==> src/rtl/rvpm_pkg.sv <==
// ----------------------------------------------------------------------------
// rvpm_pkg
// shared types, widths and constants of the rotation vector to pose block
// ----------------------------------------------------------------------------
package rvpm_pkg;

  localparam int unsigned ATAN_LEN = 24;

  // vectoring datapath, magnitude and angle widths
  localparam int unsigned XW = 36;
  localparam int unsigned THW = 33;
  localparam int unsigned REMW = THW + 1;
  localparam int unsigned QW = 33;
  localparam int unsigned DIV_STEPS = QW;
  localparam int unsigned KW = 34;
  localparam int unsigned CW = 33;
  localparam int unsigned AW = 36;

  // cordic gain correction in Q30
  localparam logic [29:0] INVK = 30'd652032874;

  localparam logic signed [CW-1:0] Q30_ONE = 33'sd1073741824;
  localparam logic signed [AW-1:0] Q30_PI = 36'sd3373259426;
  localparam logic signed [AW-1:0] Q30_HALF_PI = 36'sd1686629713;
  localparam logic signed [AW-1:0] Q30_TWO_PI = 36'sd6746518852;
  localparam logic signed [AW-1:0] Q30_FOUR_PI = 36'sd13493037704;

  // arctangent of 2^-i in Q30
  localparam logic [29:0] ATAN_Q30 [ATAN_LEN] = '{
    30'd843314856, 30'd497837829, 30'd263043836, 30'd133525158, 30'd67021686,
    30'd33543515, 30'd16775850, 30'd8388437, 30'd4194282, 30'd2097149,
    30'd1048575, 30'd524287, 30'd262143, 30'd131071, 30'd65535, 30'd32767,
    30'd16383, 30'd8191, 30'd4095, 30'd2047, 30'd1023, 30'd511, 30'd255,
    30'd127
  };

  typedef struct packed {
    logic signed [15:0] rot_x;
    logic signed [15:0] rot_y;
    logic signed [15:0] rot_z;
    logic signed [31:0] trans_x;
    logic signed [31:0] trans_y;
    logic signed [31:0] trans_z;
  } rvpm_in_t;

  typedef struct packed {
    logic [1:0]         row_index;
    logic signed [15:0] col0;
    logic signed [15:0] col1;
    logic signed [15:0] col2;
    logic signed [31:0] trans_out;
    logic               last_row;
  } rvpm_out_t;

endpackage

==> src/rtl/rvpm_rot_cell.sv <==
// ----------------------------------------------------------------------------
// rvpm_rot_cell
// one cordic rotation step, drives the residual angle toward zero
// ----------------------------------------------------------------------------
module rvpm_rot_cell
  import rvpm_pkg::*;
#(
  parameter int unsigned SHIFT = 0
) (
  input  logic                 clk_i,
  input  logic signed [CW-1:0] x_i,
  input  logic signed [CW-1:0] y_i,
  input  logic signed [AW-1:0] a_i,
  output logic signed [CW-1:0] x_o,
  output logic signed [CW-1:0] y_o,
  output logic signed [AW-1:0] a_o
);

  localparam logic signed [AW-1:0] STEP_ANGLE =
    signed'({{(AW-30){1'b0}}, ATAN_Q30[SHIFT]});

  logic signed [CW-1:0] x_d, y_d, x_q, y_q;
  logic signed [AW-1:0] a_d, a_q;

  always_comb begin
    if (!a_i[AW-1]) begin
      x_d = x_i - (y_i >>> SHIFT);
      y_d = y_i + (x_i >>> SHIFT);
      a_d = a_i - STEP_ANGLE;
    end else begin
      x_d = x_i + (y_i >>> SHIFT);
      y_d = y_i - (x_i >>> SHIFT);
      a_d = a_i + STEP_ANGLE;
    end
  end

  always_ff @(posedge clk_i) begin
    x_q <= x_d;
    y_q <= y_d;
    a_q <= a_d;
  end

  assign x_o = x_q;
  assign y_o = y_q;
  assign a_o = a_q;

endmodule

==> config.mk <==
export PLATFORM = sky130hd
export DESIGN_NAME = rvpm_rot_cell
export DESIGN_NICKNAME = d
export VERILOG_FILES = /design/src/rtl/rvpm_pkg.sv /design/src/rtl/rvpm_rot_cell.sv
export SDC_FILE = /design/constraint.sdc
export NUM_CORES = 1
export LEC_CHECK = 0
export BUFFER_PORTS_ARGS = -buffer_cell sky130_fd_sc_hd__clkbuf_2
export CAP_MARGIN = 40
export CORE_ASPECT_RATIO = 0.5
export CORE_MARGIN = 3
export CORE_UTILIZATION = 48
export DETAILED_ROUTE_END_ITERATION = 8
export PLACE_DENSITY = 0.78
export SYNTH_ARGS = -nofsm -noshare
export SYNTH_HDL_FRONTEND = slang
export SYNTH_SLANG_ARGS = --single-unit
==> constraint.sdc <==
create_clock -name clk_i -period 3.7 [get_ports clk_i]
set_clock_uncertainty 0.2 [all_clocks]
set_input_delay 0.925 -clock clk_i [delete_from_list [all_inputs] [get_ports clk_i]]
set_output_delay 0.925 -clock clk_i [all_outputs]
set_load 0.05 [all_outputs]
### After elaboration in Yosys (flattened, before gate mapping)

Cells that the tools add are included.

* latch bits: 0
* RAM bits: 0
* memories kept: 0
* flip-flop bits (word level): 102
* output and inout port bits: 102
* memory bits (read-only): 0
* logic and storage cells: 11

* equal/unequal tests: 0
* $add $sub $neg: 5
* mux-type cells: 3
* div/mod/pow operators: 0
* multipliers: 0
* reductions and logical operators: 0
* bitwise gates (word level): 0
* shifts and indexed selects: 0
* order comparisons: 0

Operator list (count)
* $mux 33: 2
* $sub 33x33->33: 2
* $add 36x31->36 const B: 1
* $mux 36: 1
* $sub 36x31->36 const B: 1
* $add 33x33->33: 1

### Depth between registers and ports, before layout

Gate-level depths: netlist of the first run.

* depth after elaboration: 2
* mapped depth: 12
* depth with buffers taken out: 12

### Worst setup path after synthesis of the first run

No wires, ideal clock.

* path type: input to register
* start point: input port a_i[35]
* end point: register a_q[34], in the netlist a_o[34]
* path buffers: 1
* setup slack: -200 ps
* setup time: 72 ps
* required time: 3428 ps
* arrival: 3628 ps
* cell stages on the path: 12
* cell sequence: inv_2 clkbuf_1 ha_1 a21oi_1 o21ai_0 or3_1 o21ai_2 o21bai_1 a21oi_1 nand2_1 a221oi_1 xnor2_1

* cells in the longest elaborated chain, start to end: 1

Ends and longest elaborated chain
* start, declared: line rvpm_rot_cell.sv:13 `input logic signed [AW-1:0] a_i,`
* $mux 36: line rvpm_rot_cell.sv:26 `if (!a_i[AW-1]) begin`
* net a_d[34]: line rvpm_rot_cell.sv:23 `logic signed [AW-1:0] a_d, a_q;`
* end signal, assigned: line rvpm_rot_cell.sv:40 `a_q <= a_d;`
* end, declared: line rvpm_rot_cell.sv:23

The timed path passes the listed nets, and every way through them passes these cells.

### Final worst setup path of the first run

* start point: input port x_i[0]
* end point: register y_q[20], in the netlist y_o[20]

* cells in the longest elaborated chain, start to end: 2
* elaborated cells between the ends (all ways): 3
* classes of those cells: 2 x add/sub; 1 x mux

Ends and longest elaborated chain
* start, declared: line rvpm_rot_cell.sv:11 `input logic signed [CW-1:0] x_i,`
* $add 33x33->33 or $sub 33x33->33 (tied branches): line rvpm_rot_cell.sv:28, rvpm_rot_cell.sv:32
* $mux 33 *: line rvpm_rot_cell.sv:26
* net y_d[20]: line rvpm_rot_cell.sv:22 `logic signed [CW-1:0] x_d, y_d, x_q, y_q;`
* end signal, assigned: line rvpm_rot_cell.sv:39 `y_q <= y_d;`
* end, declared: line rvpm_rot_cell.sv:22

The timed path passes the listed nets; every way through them passes the cells marked *.

==> results.py, run 1 <==
metrics = {
    "run_status": {
        "status": "finished clean",
    },
    "yosys": {
        "ys_ff_latch": 101,
        "async_reset_ff_share_pct": 0,
        "syn_area_um2": 9482,
        "synth.distinct_cells": 73,
        "ys_seq_area_share_pct": 21.32,
        "synth_compound_area_share_pct": 27.09,
        "yosys_warnings": 0,
        "synth_fa_ha_area_share_pct": 18.66,
        "synthMuxAreaShare_pct": 1.808,
        "yosys.area_share.simple_pct": 16.05,
        "avgSynthCellArea_um2": 7.740,
        "syn_nets": 1467,
        "synth_xor_area_share_pct": 8.406,
        "synth_edf_count": 0,
        "syn_inst": 1225,
        "synth_top_family_by_area": "compound AO/OA/AOI/OAI gates",
        "synth_ff_type": "dfxtp_1",
    },
    "timing": {
        "worst_pin_slew_ns": 0.7921,
        "max_freq_ghz": 0.2728,
        "fin_tns_setup_ns": 0,
        "slew_viol_final": 0,
        "hold_violations": 0,
        "setup_viol": 0,
        "relSlewSlack_pct": 46.50,
        "rsz0062_at_grt": "false",
        "min_period_over_period_pct": 99.06,
        "period_minus_slack_ns": 3.665,
        "worst_slack_ns": 0.03473,
    },
    "layout": {
        "n_fill_cell": 1676,
        "utilization_pct": 64.83,
        "antennaDiodeCount": 0,
        "drive_gt1_share_pct": 26.68,
        "area_growth_pct": 29.04,
        "final_nets": 1804,
    },
    "grt": {
        "grtUsageTotal_pct": 28.56,
        "grt_pass1_vias": 9832,
        "grt_pass1_wl_mm": 49.98,
        "grt_antenna_before_repair": 0,
        "grt_max_degree": 62,
        "grt.overflow.total": 0,
    },
    "floorplan": {
        "start_util_pct": 50.24,
        "die_h_um": 105.4,
        "die_area_um2": 21580,
        "core-area_um2": 18870,
        "chipWidth_um": 204.8,
        "rows": 35,
        "pin_count": 205,
    },
    "placed_design": {
        "dp_slack_ns": -0.3882,
        "port_buffers": 204,
        "gp_congestion": 0.9503,
        "place_hpwl_mm": 26.18,
    },
    "drt": {
        "wirelength_mm": 31.85,
        "ant_nets": 0,
        "num_vias": 10290,
        "drc": 0,
        "drt-initial-drc-count": 832,
        "vias_per_cell": 5.633,
        "drt_pass1_iterations": 5,
        "wl_per_cell_um": 17.44,
    },
    "clock_network": {
        "cts_max_level": 3,
        "tritoncts": "yes",
        "clockBufferDepth": 2,
        "path_clk_slew_ns": 0.08,
        "clock-sinks": 101,
        "root_buffer": "clkbuf_16",
        "hold_buffers": 0,
        "numCtsBuffers": 9,
    },
    "power": {
        "leakagePower_nw": 6.102,
        "peakVddDrop_uv": 242.6,
        "powerDensity_nw_per_um2": 425.5,
        "finalPower_mw": 5.206,
    },
    "critical_path": {
        "cp-startpoint": "x_i[0]",
        "worstPathRequired_ns": 3.77,
        "worst_setup_path_start_kind": "input port",
        "arrival_ns": 3.74,
        "cp-endpoint": "y_o[20]",
        "endpoint_kind": "flip-flop",
        "crit_fanout": 3,
        "criticalPathCategory": "input port to flip-flop",
    },
    "min_path": {
        "hold_path_class": "input port to flip-flop",
    },
    "flow_run": {
        "cap_violations": 0,
    },
}
-- per-layer routing --
| metal | track usage, % | up-vias | wire length [µm] |
|---|---|---|---|
| li1 | - | 5009 | - |
| met1 | 39.10 | 4749 | 14110 |
| met2 | 47.88 | 489 | 14590 |
| met3 | 4.135 | 39 | 2672 |
| met4 | 5.983 | 0 | 482 |
| met5 | 0 | - | 0 |
-- cells in the final DEF, fill, tap and decap left out, drive strengths merged, types with 4 or more instances in the layout --
master,count
o31ai,12
nor2,103
a211oi,17
nor3,26
nor3b,5
o21a,18
nand2,61
nand4,15
o21bai,19
fa,4
nand2b,16
a21oi,131
o211ai,15
a2111oi,5
and3,10
inv,108
xnor2,73
a211o,5
ha,135
o22ai,7
o21ai,86
a31oi,21
nand3,13
nor4,12
dfxtp,101
clkbuf,213
a21o,40
xor2,18
nand3b,6
mux2i,16
or3,9
and2,4
buf,176
nor2b,19
-- where the power goes --
part	total, mW	leakage, nW	internal (mW)	switching (mW)
Clock	0.963	0.137	0.473	0.490
Combinational	2.82	5.11	0.905	1.91
Sequential	1.43	0.852	1.34	0.0867
Total	5.21	6.10	2.72	2.49
-- sequential cells by signal, indices dropped and copies added (netlist names) --
name	flops
a_o	36
x_o	33
y_o	32
-- per-stage QoR --
step | cells | instance area, µm² | hold WS [ns]
2_1_floorplan | 1225 | 9483 | 0.7527
3_3_place_gp | 1809 | 11910 | 0.8278
4_1_cts | 1825 | 12210 | 0.4540
3_5_place_dp | 1809 | 11910 | 0.8298
6_report | 1826 | 12240 | 0.4698
5_1_grt | 1826 | 12240 | 0.4517
-- cell usage after synthesis, drive strengths merged (12+ instances only) --
| library cell | number | area share (%) |
|---|---|---|
| nand2 | 61 | 2.4 |
| nand3 | 13 | 0.69 |
| o21bai | 19 | 1.5 |
| a21oi | 131 | 7.0 |
| o21ai | 86 | 4.6 |
| nor3 | 26 | 1.4 |
| xor2 | 18 | 1.7 |
| a211oi | 17 | 1.4 |
| o211ai | 15 | 1.2 |
| inv | 106 | 4.2 |
| ha | 135 | 18 |
| nor4 | 12 | 0.79 |
| nand2b | 16 | 1.1 |
| dfxtp | 101 | 21 |
| o31ai | 12 | 1.0 |
| nor2b | 19 | 1.3 |
| xnor2 | 73 | 6.7 |
| nor2 | 103 | 4.1 |
| o21a | 18 | 1.4 |
| a21o | 40 | 3.2 |
| clkbuf | 29 | 1.1 |
| buf | 25 | 1.3 |
| mux2i | 16 | 1.7 |
| a31oi | 21 | 1.4 |
| nand4 | 15 | 0.99 |
-- critical path: stages --
cell and delay [ns]:
clkbuf_2 0.11, ha_1 0.23, fa_1 0.41, nor2b_1 0.17, o21ai_1 0.22, nand4_1 0.28, a211oi_2 0.32, o211ai_1 0.17
a2111oi_0 0.44, nor2_1 0.12, mux2i_1 0.18, xnor2_1 0.16
-- timing repair --
| action | in CTS | in global routing |
|---|---|---|
| pin swaps | 0 | 1 |
| setup buffers | 0 | 1 |
| resized for setup | 1 | 6 |
| endpoints found under the setup margin | 2 | 9 |
| endpoints found under the hold margin | 0 | 0 |
-- cells by family (layout without fill, tap and decap cells) --
kind of cell,count (synthesis),after routing
AOI/OAI and AO/OA,408,408
DFF,101,101
and+or+nand+nor,309,309
muxes,17,17
adders and majority gates,139,139
buffers and inverters,160,502
xor gates and xnor gates,91,91
-- final cells by class --
class / count / area (µm²) / area share, %
Clock inverter: 7 / 68.82 / 0.5624
Inverter: 106 / 397.9 / 3.252
Clock buffer: 9 / 225.2 / 1.841
Timing Repair Buffer: 380 / 2342 / 19.14
Multi-Input combinational cell: 964 / 6855 / 56.03
Sequential cell: 101 / 2022 / 16.53
Tap cell: 259 / 324.1 / 2.649
-- how the worst min path moves through the flow --
stage / startpoint / endpoint / slack [ns] / cells after the start
6_report: a_i[0] / a_o[0] / 0.47 / 1
5_1_grt: a_i[2] / a_o[2] / 0.45 / 1
4_1_cts: a_i[0] / a_o[0] / 0.45 / 1
3_3_place_gp: a_i[0] / a_o[0] / 0.83 / 1
2_1_floorplan: a_i[0] / a_o[0] / 0.75 / 0
3_5_place_dp: a_i[0] / a_o[0] / 0.83 / 1
Note: power is estimated with default switching activity, not from simulation.
==> run 2, diff against run 1 <==
Settings changed: CORE_ASPECT_RATIO 0.5 to not set, CORE_UTILIZATION 48 to 50, PLACE_DENSITY 0.78 to 0.8.
==> run 2 against run 1 <==
  * Via count down 1.3%
  * Sequential power about the same
  * Hold slack worse by 0.0091 ns
  * Count of clock-buffer cells in the layout unchanged
  * Wire length down 4.8%
  * First-iteration DRC count up 10%
  * Utilization up 0.51 points
  * Die area down 4.3%
  * Maximum frequency up 4.2%
  * Total power down 0.62%
==> results.py, run 2 (same netlist as run 1, synthesis figures left out) <==
metrics = {
    "floorplan": {
        "pin_count": 205,
        "chipWidth_um": 143.7,
        "die_h_um": 143.7,
        "core-area_um2": 18270,
        "start_util_pct": 51.90,
        "die_area_um2": 20650,
        "rows": 49,
    },
    "clock_network": {
        "tritoncts": "yes",
        "numCtsBuffers": 9,
        "clockBufferDepth": 2,
        "root_buffer": "clkbuf_16",
        "clock-sinks": 101,
        "cts_max_level": 3,
        "hold_buffers": 0,
        "path_clk_slew_ns": 0.07,
    },
    "critical_path": {
        "endpoint_kind": "flip-flop",
        "worst_setup_path_start_kind": "input port",
        "worstPathRequired_ns": 3.79,
        "criticalPathCategory": "input port to flip-flop",
        "crit_fanout": 11,
        "arrival_ns": 3.61,
    },
    "timing": {
        "setup_viol": 0,
        "max_freq_ghz": 0.2843,
        "worst_slack_ns": 0.1822,
        "hold_ws_ns": 0.4607,
        "hold_violations": 0,
        "period_minus_slack_ns": 3.518,
        "slew_viol_final": 0,
        "fin_tns_setup_ns": 0,
        "worst_pin_slew_ns": 0.5647,
        "rsz0062_at_grt": "false",
        "relSlewSlack_pct": 61.38,
        "min_period_over_period_pct": 95.07,
    },
    "drt": {
        "wirelength_mm": 30.32,
        "drt_pass1_iterations": 6,
        "drt-initial-drc-count": 916,
        "num_vias": 10150,
        "wl_per_cell_um": 17.24,
        "drc": 0,
        "vias_per_cell": 5.775,
        "ant_nets": 0,
    },
    "power": {
        "peakVddDrop_uv": 304.4,
        "finalPower_mw": 5.174,
        "leakagePower_nw": 5.943,
        "powerDensity_nw_per_um2": 433.4,
    },
    "layout": {
        "utilization_pct": 65.34,
        "final_cells": 1758,
        "antennaDiodeCount": 0,
        "drive_gt1_share_pct": 24.59,
        "area_growth_pct": 25.90,
        "layout_common_cells": "204 x clkbuf_2, 136 x buf_4, 135 x ha_1",
        "final_common_cell": "clkbuf_2",
        "largest_register_ffs": 36,
        "postLayoutCellArea_um2": 11940,
        "final_nets": 1766,
    },
    "placed_design": {
        "post_dp_cell_area_um2": 11610,
        "port_buffers": 204,
        "gp_congestion": 1.013,
        "dp.cells": 1741,
        "dp_slack_ns": -0.2286,
        "place_hpwl_mm": 24.72,
    },
    "grt": {
        "grtUsageTotal_pct": 28.55,
        "grt.overflow.total": 0,
        "grt_pass1_wl_mm": 47.87,
        "grt_antenna_before_repair": 0,
        "grt_max_degree": 50,
        "grt_pass1_vias": 9766,
    },
    "flow_run": {
        "cap_violations": 0,
    },
    "min_path": {
        "hold_path_class": "input port to flip-flop",
        "hold-path-cell-count": 1,
    },
    "run_status": {
        "status": "finished clean",
    },
}
-- run 2: cell types whose count changed in the layout (fill, tap and decap cells not counted), sizes merged --
cell      delta
inv          +1
clkinv       +1
clkinvlp     -2
buf         -38
-- run 2: final timing paths --
kind	start	slack [ns]	endpoint
worst min-delay path	a_i[1]	0.46	a_o[1]
worst max-delay path	x_i[9]	0.18	y_o[25]
-- run 2: report_power, final --
part           internal [mW]  total [mW]  switching [mW]
registers               1.34        1.43          0.0865
logic                  0.874        2.77            1.89
clock network          0.485       0.982           0.497
total                   2.70        5.17            2.47
-- run 2: what timing repair did --
| action | in CTS | in global routing |
|---|---|---|
| setup endpoints to repair | 0 | 6 |
| endpoints found under the hold margin | 0 | 0 |
| gates resized for setup | 0 | 4 |
| setup buffers | 0 | 1 |
-- run 2: area by class of cell --
type                       count  area (µm²)
fill                        1594        6332
clock inverter                 7       86.33
timing repair buffer         342        2082
tap                          229       286.5
inverter                     106       397.9
clock buffer                   9       225.2
sequential                   101        2022
multi-input combinational    964        6838
-- run 2: critical path: stages --
cell and delay [ns]:
clkbuf_2 0.09, inv_1 0.05, ha_1 0.51, nor2_1 0.10
a211oi_1 0.25, o41ai_1 0.15, nor4b_1 0.42, o31ai_2 0.11
buf_4 0.17, a211oi_2 0.32, o21ai_1 0.16, mux2i_1 0.18
xor2_1 0.16
-- run 2: per-layer routing --
layer	track usage, %	share of wire, %	up-vias
met4	11.25	3.5	0
met2	48.02	47	493
met3	3.328	7.1	87
met5	0	0	-
li1	-	-	4942
met1	37.40	43	4630
==> run 3, diff against run 2 <==
--- a/config.mk
+++ b/config.mk
@@ -11,5 +11,5 @@
 export CORE_UTILIZATION = 50
 export DETAILED_ROUTE_END_ITERATION = 8
-export PLACE_DENSITY = 0.8
+export PLACE_DENSITY_LB_ADDON = 0.12
 export SYNTH_ARGS = -nofsm -noshare
 export SYNTH_HDL_FRONTEND = slang
--- a/constraint.sdc
+++ b/constraint.sdc
@@ -3,3 +3,3 @@
 set_input_delay 0.925 -clock clk_i [delete_from_list [all_inputs] [get_ports clk_i]]
 set_output_delay 0.925 -clock clk_i [all_outputs]
-set_load 0.05 [all_outputs]
+set_load 0.005 [all_outputs]
==> run 3 against run 2 <==
  * Sequential share of layout area decreased by 0.21 points
  * Hold slack got worse by 0.00060 ns
  * Combinational power decreased by 31%
  * Total power decreased by 17%
  * Final cell count increased by 1.3%
  * Cell area increased by 1.3%
  * Sequential power about the same
  * Die area unchanged
  * Maximum frequency decreased by 0.95%
  * First-iteration DRC count decreased by 5.6%
  * Largest power group unchanged
==> results.py, run 3 (same netlist as run 1, synthesis figures left out) <==
metrics = {
    "clock_network": {
        "cts_max_level": 3,
        "path_clk_slew_ns": 0.08,
        "clockBufferDepth": 2,
        "tritoncts": "yes",
        "postCtsSetupBuffers": 0,
        "root_buffer": "clkbuf_16",
        "clock-sinks": 101,
        "numCtsBuffers": 9,
    },
    "power": {
        "peakVddDrop_uv": 212.8,
        "p_seq_share_pct": 33.0,
        "p_sw_mw": 1.583,
        "pwr-share-comb_pct": 44.6,
        "leakagePower_nw": 6.045,
        "swShare_pct": 36.80,
        "powerDensity_nw_per_um2": 355.8,
        "finalPower_mw": 4.301,
        "p_clk_share_pct": 22.4,
        "p_int_mw": 2.719,
    },
    "floorplan": {
        "pin_count": 205,
        "die_h_um": 143.7,
        "chipWidth_um": 143.7,
        "rows": 49,
        "core-area_um2": 18270,
        "start_util_pct": 51.90,
        "die_area_um2": 20650,
    },
    "grt": {
        "grt_antenna_before_repair": 0,
        "grt.overflow.total": 0,
        "grt_max_degree": 61,
        "grt_pass1_wl_mm": 46.58,
        "grtUsageTotal_pct": 27.76,
        "grt_pass1_vias": 9468,
    },
    "layout": {
        "final_nets": 1789,
        "layout_common_cells": "203 x clkbuf_2, 160 x buf_4, 135 x ha_1",
        "utilization_pct": 66.18,
        "final_common_cell": "clkbuf_2",
        "largest_register_ffs": 36,
        "postLayoutCellArea_um2": 12090,
        "area_growth_pct": 27.51,
        "drive_gt1_share_pct": 25.84,
        "antennaDiodeCount": 0,
    },
    "critical_path": {
        "crit_fanout": 3,
        "slowest_delay_ns": 0.39,
        "crit_path_top_delay_cell": "fa_1",
        "worstPathRequired_ns": 3.75,
        "critPathBufInv": 2,
        "worst_setup_path_start_kind": "input port",
        "path_delay_family": "compound AO/OA/AOI/OAI gates",
        "criticalPathCategory": "input port to flip-flop",
        "worstPathCellList": "clkbuf_2, buf_4, ha_1, fa_1, nor2b_1, o31ai_1, a211o_1, a21o_1, a31o_1, o21a_1, o311ai_1, o21ai_1, xnor2_1",
        "arrival_ns": 3.60,
        "endpoint_kind": "flip-flop",
    },
    "placed_design": {
        "port_buffers": 204,
        "dp_slack_ns": -0.1998,
        "place_hpwl_mm": 24.46,
        "post_dp_cell_area_um2": 11780,
        "gp_congestion": 0.9742,
    },
    "timing": {
        "slew_viol_final": 0,
        "period_minus_slack_ns": 3.552,
        "hold_ws_ns": 0.4601,
        "worst_slack_ns": 0.1484,
        "max_freq_ghz": 0.2816,
        "worst_pin_slew_ns": 0.8035,
        "relSlewSlack_pct": 45.73,
        "setup_viol": 0,
        "min_period_over_period_pct": 95.99,
        "hold_violations": 0,
    },
    "drt": {
        "drt-initial-drc-count": 865,
        "drc": 0,
        "ant_nets": 0,
        "wirelength_mm": 29.78,
        "drt_pass1_iterations": 5,
        "vias_per_cell": 5.652,
        "num_vias": 10070,
        "wl_per_cell_um": 16.72,
    },
    "min_path": {
        "hold_path_class": "input port to flip-flop",
    },
    "run_status": {
        "status": "finished clean",
    },
    "flow_run": {
        "cap_violations": 0,
    },
}
[run 3: cell types whose count changed in the layout (fill, tap and decap cells not counted), sizes merged]
| cell | before | now |
|---|---|---|
| buf | 138 | 162 |
| clkinv | 4 | 2 |
| inv | 109 | 110 |
[run 3: worst paths after layout]
path / slack, ns / endpoint / startpoint / cells after the start
hold / removal: 0.46 / a_o[1] / a_i[1] / 1
setup / recovery: 0.15 / y_o[26] / x_i[0] / 13
[run 3: layout make-up]
type / count / area (µm²)
clock buffers: 10 / 239.0
clock inverters: 6 / 51.30
fillers: 1640 / 6180
inverters: 106 / 397.9
multi-input cells: 964 / 6852
flip-flops and latches: 101 / 2022
well taps: 229 / 286.5
repair buffers: 365 / 2242
[run 3: timing repair]
| action | 4_1_cts | 5_1_grt |
|---|---|---|
| hold buffers | 0 | 0 |
| gates resized for setup | 0 | 5 |
| endpoints found under the hold margin | 0 | 0 |
| setup endpoints to repair | 0 | 3 |
[run 3: stage by stage]
stage,setup TNS (ns),instances
floorplan,0,1225
global placement,-0.8311,1765
detailed placement,-1.780,1765
CTS,0,1781
global route,-0.02513,1781
finish,0,1781
[run 3: per-layer routing]
| layer | global-route usage, % | up-vias | share of wire (%) |
|---|---|---|---|
| met3 | 2.596 | 44 | 6.9 |
| met4 | 7.730 | 0 | 1.7 |
| met1 | 38.16 | 4613 | 45 |
| li1 | - | 4990 | - |
| met5 | 0 | - | 0 |
| met2 | 46.59 | 419 | 46 |
[run 3: power groups by stage]
stage	clock, mW	combinational, mW	sequential (mW)
2_1_floorplan	0	1.02	1.46
3_3_place_gp	0	1.87	1.44
3_5_place_dp	0	1.89	1.45
4_1_cts	0.982	1.90	1.42
5_1_grt	1.03	2.10	1.44
6_report	0.965	1.92	1.42
